$ cat src/design/rmpl_pkg.sv
package rmpl_pkg;

  localparam int Entries = 16;
  localparam int MaxMotif = 10;
  localparam int VectorDepth = 32;
  localparam int SlotW = 4;
  localparam int IdxW = 5;
  localparam int CntW = 6;
  localparam int BasesW = 30;
  localparam int PeriodW = 4;
  localparam int LenW = 16;
  localparam int PenW = 8;
  localparam int SrcW = 2;
  localparam int CfgIdxW = 2;
  localparam int CfgDataW = 8;
  localparam int WordAddrW = 1 + SlotW + IdxW;

  localparam logic [1:0] ModeLoadKey = 2'd0;
  localparam logic [1:0] ModeLoadWord = 2'd1;
  localparam logic [1:0] ModeQuery = 2'd2;

  localparam logic [CfgIdxW-1:0] CfgDefaultOpen = 2'd0;
  localparam logic [CfgIdxW-1:0] CfgDefaultExtend = 2'd1;
  localparam logic [CfgIdxW-1:0] CfgExtendEnable = 2'd2;

  localparam logic [SrcW-1:0] SrcExact = 2'd0;
  localparam logic [SrcW-1:0] SrcWild = 2'd1;
  localparam logic [SrcW-1:0] SrcDefault = 2'd2;

  typedef struct packed {
    logic [1:0]         mode;
    logic               table_sel;
    logic [SlotW-1:0]   slot;
    logic [BasesW-1:0]  motif_bases;
    logic [PeriodW-1:0] motif_period;
    logic [CntW-1:0]    penalty_count;
    logic [IdxW-1:0]    penalty_index;
    logic [PenW-1:0]    penalty_value;
    logic [LenW-1:0]    repeat_length;
  } in_item_t;

  typedef struct packed {
    logic [PenW-1:0] open_penalty;
    logic [PenW-1:0] ext_penalty;
    logic [SrcW-1:0] open_source;
    logic [SrcW-1:0] extend_source;
  } out_item_t;

  typedef struct packed {
    logic               start;
    logic [LenW-1:0]    dividend;
    logic [PeriodW-1:0] divisor;
  } div_req_t;

  typedef struct packed {
    logic            done;
    logic [LenW-1:0] quotient;
  } div_rsp_t;

  function automatic logic [BasesW-1:0] base_mask(input logic [PeriodW-1:0] p);
    logic [BasesW-1:0] m;
    m = '0;
    for (int i = 0; i < MaxMotif; i++) begin
      if (i < int'(p)) m[3*i +: 3] = 3'b111;
    end
    return m;
  endfunction

  function automatic logic [BasesW-1:0] wild_bases(input logic [PeriodW-1:0] p);
    logic [BasesW-1:0] m;
    m = '0;
    for (int i = 0; i < MaxMotif; i++) begin
      if (i < int'(p)) m[3*i +: 3] = 3'd4;
    end
    return m;
  endfunction

endpackage

$ cat src/design/rmpl_divider.sv
module rmpl_divider (
  input  logic              clk,
  input  logic              rst,
  input  rmpl_pkg::div_req_t req,
  output rmpl_pkg::div_rsp_t rsp
);
  import rmpl_pkg::*;

  logic [LenW-1:0]    quo;
  logic [PeriodW:0]   rem;
  logic [PeriodW-1:0] dvs;
  logic [4:0]         cnt;
  logic               busy;
  logic               done;
  logic [PeriodW+1:0] trial;

  assign trial = {rem, quo[LenW-1]} - {2'b00, dvs};

  always_ff @(posedge clk) begin
    if (rst) begin
      busy <= 1'b0;
      done <= 1'b0;
      cnt <= '0;
    end else begin
      done <= 1'b0;
      if (req.start) begin
        busy <= 1'b1;
        cnt <= 5'(LenW);
        quo <= req.dividend;
        rem <= '0;
        dvs <= req.divisor;
      end else if (busy) begin
        if (trial[PeriodW+1]) begin
          rem <= {rem[PeriodW-1:0], quo[LenW-1]};
          quo <= {quo[LenW-2:0], 1'b0};
        end else begin
          rem <= trial[PeriodW:0];
          quo <= {quo[LenW-2:0], 1'b1};
        end
        cnt <= cnt - 5'd1;
        if (cnt == 5'd1) begin
          busy <= 1'b0;
          done <= 1'b1;
        end
      end
    end
  end

  assign rsp.done = done;
  assign rsp.quotient = quo;
endmodule

$ cat config.mk
export PLATFORM = sky130hd
export DESIGN_NAME = rmpl_divider
export DESIGN_NICKNAME = d
export VERILOG_FILES = /design/src/design/rmpl_pkg.sv /design/src/design/rmpl_divider.sv
export SDC_FILE = /design/constraint.sdc
export NUM_CORES = 1
export LEC_CHECK = 0
export BUFFER_PORTS_ARGS = -buffer_cell sky130_fd_sc_hd__clkbuf_2
export CELL_PAD_IN_SITES_DETAIL_PLACEMENT = 2
export CELL_PAD_IN_SITES_GLOBAL_PLACEMENT = 2
export CORE_AREA = 4 4 70 72
export DETAILED_ROUTE_END_ITERATION = 10
export DIE_AREA = 0 0 74 76
export PLACE_DENSITY = 0.81
export SETUP_SLACK_MARGIN = 0.05
export SYNTH_ARGS = -nofsm -noshare
export SYNTH_HDL_FRONTEND = slang
export SYNTH_SLANG_ARGS = --single-unit
$ cat constraint.sdc
create_clock -name clk -period 3.9 [get_ports clk]
set_input_delay 0.195 -clock clk [delete_from_list [all_inputs] [get_ports clk]]
set_output_delay 0.195 -clock clk [all_outputs]
set_load 0.05 [all_outputs]
# Yosys cells after proc, flatten, opt, wreduce, memory -nomap -nowiden
# Cells that the tools add are included.
# classes
reduce_logical,5
muxes,11
add_sub_neg,2
eq_ne,1
bitwise,2
# op_table
cell,count
2-to-1 mux 16 bit,2
2-to-1 mux 5 bit,4
subtractor 6 x 4 -> 6 bit,1
== test 5 x 1 -> 1 bit (second input constant),1
2-to-1 mux 1 bit,5
subtractor 5 x 1 -> 5 bit (second input constant),1
AND reduction 2 bit,2
OR reduction 3 bit,1
NOT 1 bit,2
nonzero test 2 bit,1
OR reduction 2 bit,1
# word_totals
input_bits,23
out_inout_bits,17
ff_bits,32

# Depth between registers and ports, before layout
# logic_depth
ltp_word,4
mapped_depth,9

# Worst setup path after synthesis
# OpenSTA, ideal clock, no wires.
# synth_timing
kind,flip-flop to flip-flop
start,register quo[15]
end,register rem[4] (data pin)
t_arrival_ps,1990
path_stages_with_launch,10
period_less_slack_ps,2245
required_time_ps,3645
setup_slack_ps,1655
path_cell_list,edfxtp_1 -> inv_1 -> ha_1 -> inv_1 -> fa_1 -> a21o_1 -> a21o_1 -> o21ai_0 -> o21ai_1 -> and2_1
# synth_between
elab_chain_cells,3
# synth_rtl
element,line,source
from (decl),rmpl_divider.sv:9,logic [LenW-1:0] quo;
from (signal assigned),rmpl_divider.sv:29,quo <= req.dividend;
from (signal assigned),rmpl_divider.sv:35,"quo <= {quo[LenW-2:0], 1'b0};"
from (signal assigned),rmpl_divider.sv:38,"quo <= {quo[LenW-2:0], 1'b1};"
subtractor 6 x 4 -> 6 bit,rmpl_divider.sv:17,"assign trial = {rem, quo[LenW-1]} - {2'b00, dvs};"
2-to-1 mux 5 bit,rmpl_divider.sv:33,if (trial[PeriodW+1]) begin
2-to-1 mux 5 bit,rmpl_divider.sv:32,end else if (busy) begin
to (signal assigned),rmpl_divider.sv:34,"rem <= {rem[PeriodW-1:0], quo[LenW-1]};"
to (signal assigned),rmpl_divider.sv:37,rem <= trial[PeriodW:0];
to (decl),rmpl_divider.sv:10,logic [PeriodW:0] rem;
# Every way passes these cells. The select of a mux whose other input is x is not followed.
# A chain may end at the register's enable or synchronous reset.

# Worst setup path in the final report
# layout_timing
start,register rem[0]
end,register rem[2] (data pin)
# layout_between
elab_chain_cells,3
# layout_rtl
element,line
subtractor 6 x 4 -> 6 bit,rmpl_divider.sv:17
2-to-1 mux 5 bit,rmpl_divider.sv:33
2-to-1 mux 5 bit,rmpl_divider.sv:32
# Every way passes these cells. The select of a mux whose other input is x is not followed.

==> flow_summary.json <==
{
  "core_um2": 4290,
  "die_y_um": 76,
  "fp.dieArea_um2": 5620,
  "p_leak_uw": 0.000769,
  "drive_above_1_share_pct": 32.7,
  "syn_area_um2": 1540,
  "final-setup-viol-count": 0,
  "grt_usage_pct": 14.7,
  "skew_ps": 9.06,
  "grt_max_degree": 27,
  "critPathSlowestCell": "edfxtp_1",
  "start_kind": "flop",
  "avgSynthCellArea_um2": 13.4,
  "synthArstFlopShare_pct": 0,
  "dpl_cell_area_um2": 1780,
  "ir_worst_vdd_v": 0.000190,
  "finalMaxSlewViolations": 0,
  "synth_cells": 115,
  "period_share_pct": 57.5,
  "mostFrequentLayoutCell": "clkbuf_2",
  "yosys.cell_types.count": 33,
  "drv_cap": 0,
  "endpoint_kind": "flop",
  "cts_setup_buffers": 0,
  "cts_hold_buf": 0,
  "drt-initial-drc-count": 20,
  "cts_inserted_buffers": 5,
  "nets": 186,
  "worst_slew_pin_slew_ps": 1080,
  "cts_resized": 0,
  "worstPathCellList": "ha_1 -> nor2b_1 -> o311ai_2 -> a211oi_4 -> nor2_1 -> a211oi_1",
  "synth_edf_count": 25,
  "rows": 24,
  "clk_pin_slew_worst_paths_ps": 70,
  "dp_cells": 201,
  "timing.fmax_ghz": 0.446,
  "syn_nets": 145,
  "timing.slew.headroom_pct": 27.9,
  "gp_congestion": 0.802,
  "fin_crit_ps": 2240,
  "wl_um": 3780,
  "ys_seq_elements": 32,
  "antenna_cells": 0,
  "worstSkewPairLatency_ps": 290,
  "cp_data_arrival_time_ps": 2320,
  "post-place-ws_ps": 1640,
  "cts-htree-levels": 2,
  "path_class": "flop to flop",
  "status": "finished clean",
  "mostFrequentLayoutCells": "39 x clkbuf_2, 25 x edfxtp_1, 15 x mux2_1",
  "final_util_pct": 43.3,
  "crit_fanout": 7,
  "ys_seq_area_share_pct": 57.7,
  "hpwl_um": 2900,
  "cts.sinks": 32,
  "drc": 0,
  "worst_slack_ps": 1660,
  "detailroute.via_count": 1062,
  "clockBufferDepth": 2,
  "grt_pass1_vias": 1270,
  "synth_flop_cell": "edfxtp_1",
  "grt_remaining_overflow": 0,
  "dr.pass1.iters": 4,
  "portBuffers": 39,
  "rsz0062_at_grt": "no",
  "vias_per_cell": 5.11,
  "antenna_found_initial": 0,
  "slowest_delay_ps": 450,
  "cp.required_ps": 3970,
  "fin_tns_setup_ps": 0,
  "antenna_left": 0,
  "wl_per_cell_um": 18.2,
  "die_w_um": 74,
  "cts_tree": "yes",
  "hold_class": "input port to flop",
  "grt_pass1_wl_um": 6240,
  "report.final.hold_viol_count": 0,
  "io_pins": 40,
  "root_buffer": "clkbuf_8",
  "ys_warn_count": 0,
  "powerDensity_nw_per_um2": 445,
  "start_util_pct": 35.9,
  "layout.cells.non_filler": 208,
  "syn2layout_area_growth_pct": 20.4,
  "fin_area_um2": 1860
}
kinds of logic (layout without fill, tap and decap cells):
| family | count (synthesis) | in the layout | share of synthesized area [%] |
|---|---|---|---|
| and+or+nand+nor | 24 | 24 | 7.62 |
| adders and majority gates | 7 | 7 | 6.16 |
| xor gates and xnor gates | 6 | 6 | 3.41 |
| muxes | 19 | 19 | 13.6 |
| DFF | 32 | 32 | 57.7 |
| AOI/OAI and AO/OA | 14 | 14 | 7.87 |
| buffers and inverters | 13 | 54 | 3.57 |
flip-flops by register name, summed over array words and instances, names as in the netlist:
signal,flops
cnt,5
done,1
busy,1
quo,16
rem,5
dvs,4
critical path: cells and delay by family, from the launching register on:
family / cells / cell delay, ps
DFF: 1 / 450
and+or+nand+nor: 2 / 350
AOI/OAI and AO/OA: 3 / 930
adders and majority gates: 1 / 310
per-layer routing:
| layer | global-route usage, % | vias to the layer above | part of all wire [%] |
|---|---|---|---|
| met1 | 14.6 | 540 | 37 |
| met5 | 0 | - | 0 |
| met2 | 27.7 | 14 | 59 |
| met3 | 3.83 | 9 | 2.6 |
| met4 | 5.62 | 0 | 2.1 |
| li1 | - | 499 | - |
power breakdown:
part	switching (µW)	internal, µW	total, µW	leakage [µW]
Clock	116	121	238	0.0000410
Combinational	109	63.1	173	0.000432
Sequential	17.0	399	416	0.000296
Total	243	583	826	0.000769
synthesized netlist by cell type, types with 2 or more instances:
library cell | n | area share, %
xnor2_1 | 5 | 2.8
inv_1 | 7 | 1.7
a211oi_1 | 3 | 1.5
clkbuf_1 | 2 | 0.49
nor3_1 | 5 | 1.6
mux2i_1 | 3 | 1.9
a21o_1 | 2 | 0.97
dfxtp_1 | 7 | 9.1
edfxtp_1 | 25 | 49
o21ai_0 | 2 | 0.65
nor2_1 | 10 | 2.4
ha_1 | 6 | 4.9
buf_2 | 2 | 0.65
mux2_1 | 15 | 11
nand2_1 | 2 | 0.49
nor4b_1 | 2 | 1.1
metrics by stage:
step / total power, µW / hold WS (ps)
floorplan: 546 / 294
global placement: 584 / 374
detailed placement: 597 / 376
CTS: 838 / 84.9
global route: 868 / 82.4
finish: 826 / 92.0
final timing paths:
kind / from / endpoint / slack, ps / depth (start not counted)
max: rem[0] / rem[2] / 1660 / 6
min: req[3] / dvs[3] / 90 / 1
max reg2reg: rem[0] / rem[2] / 1660 / 6
min reg2reg: cnt[1] / cnt[1] / 520 / 2
final cells by class:
cell class                 instances  area [µm²]
fill                             454        2440
sequential                        32         891
multi-input combinational         70         599
timing repair buffer              39         195
clock buffer                       6        72.6
tap                               52        65.1
inverter                           8        30.0
clock inverter                     1        5.00
No activity file was read; power rests on OpenSTA's default activity.
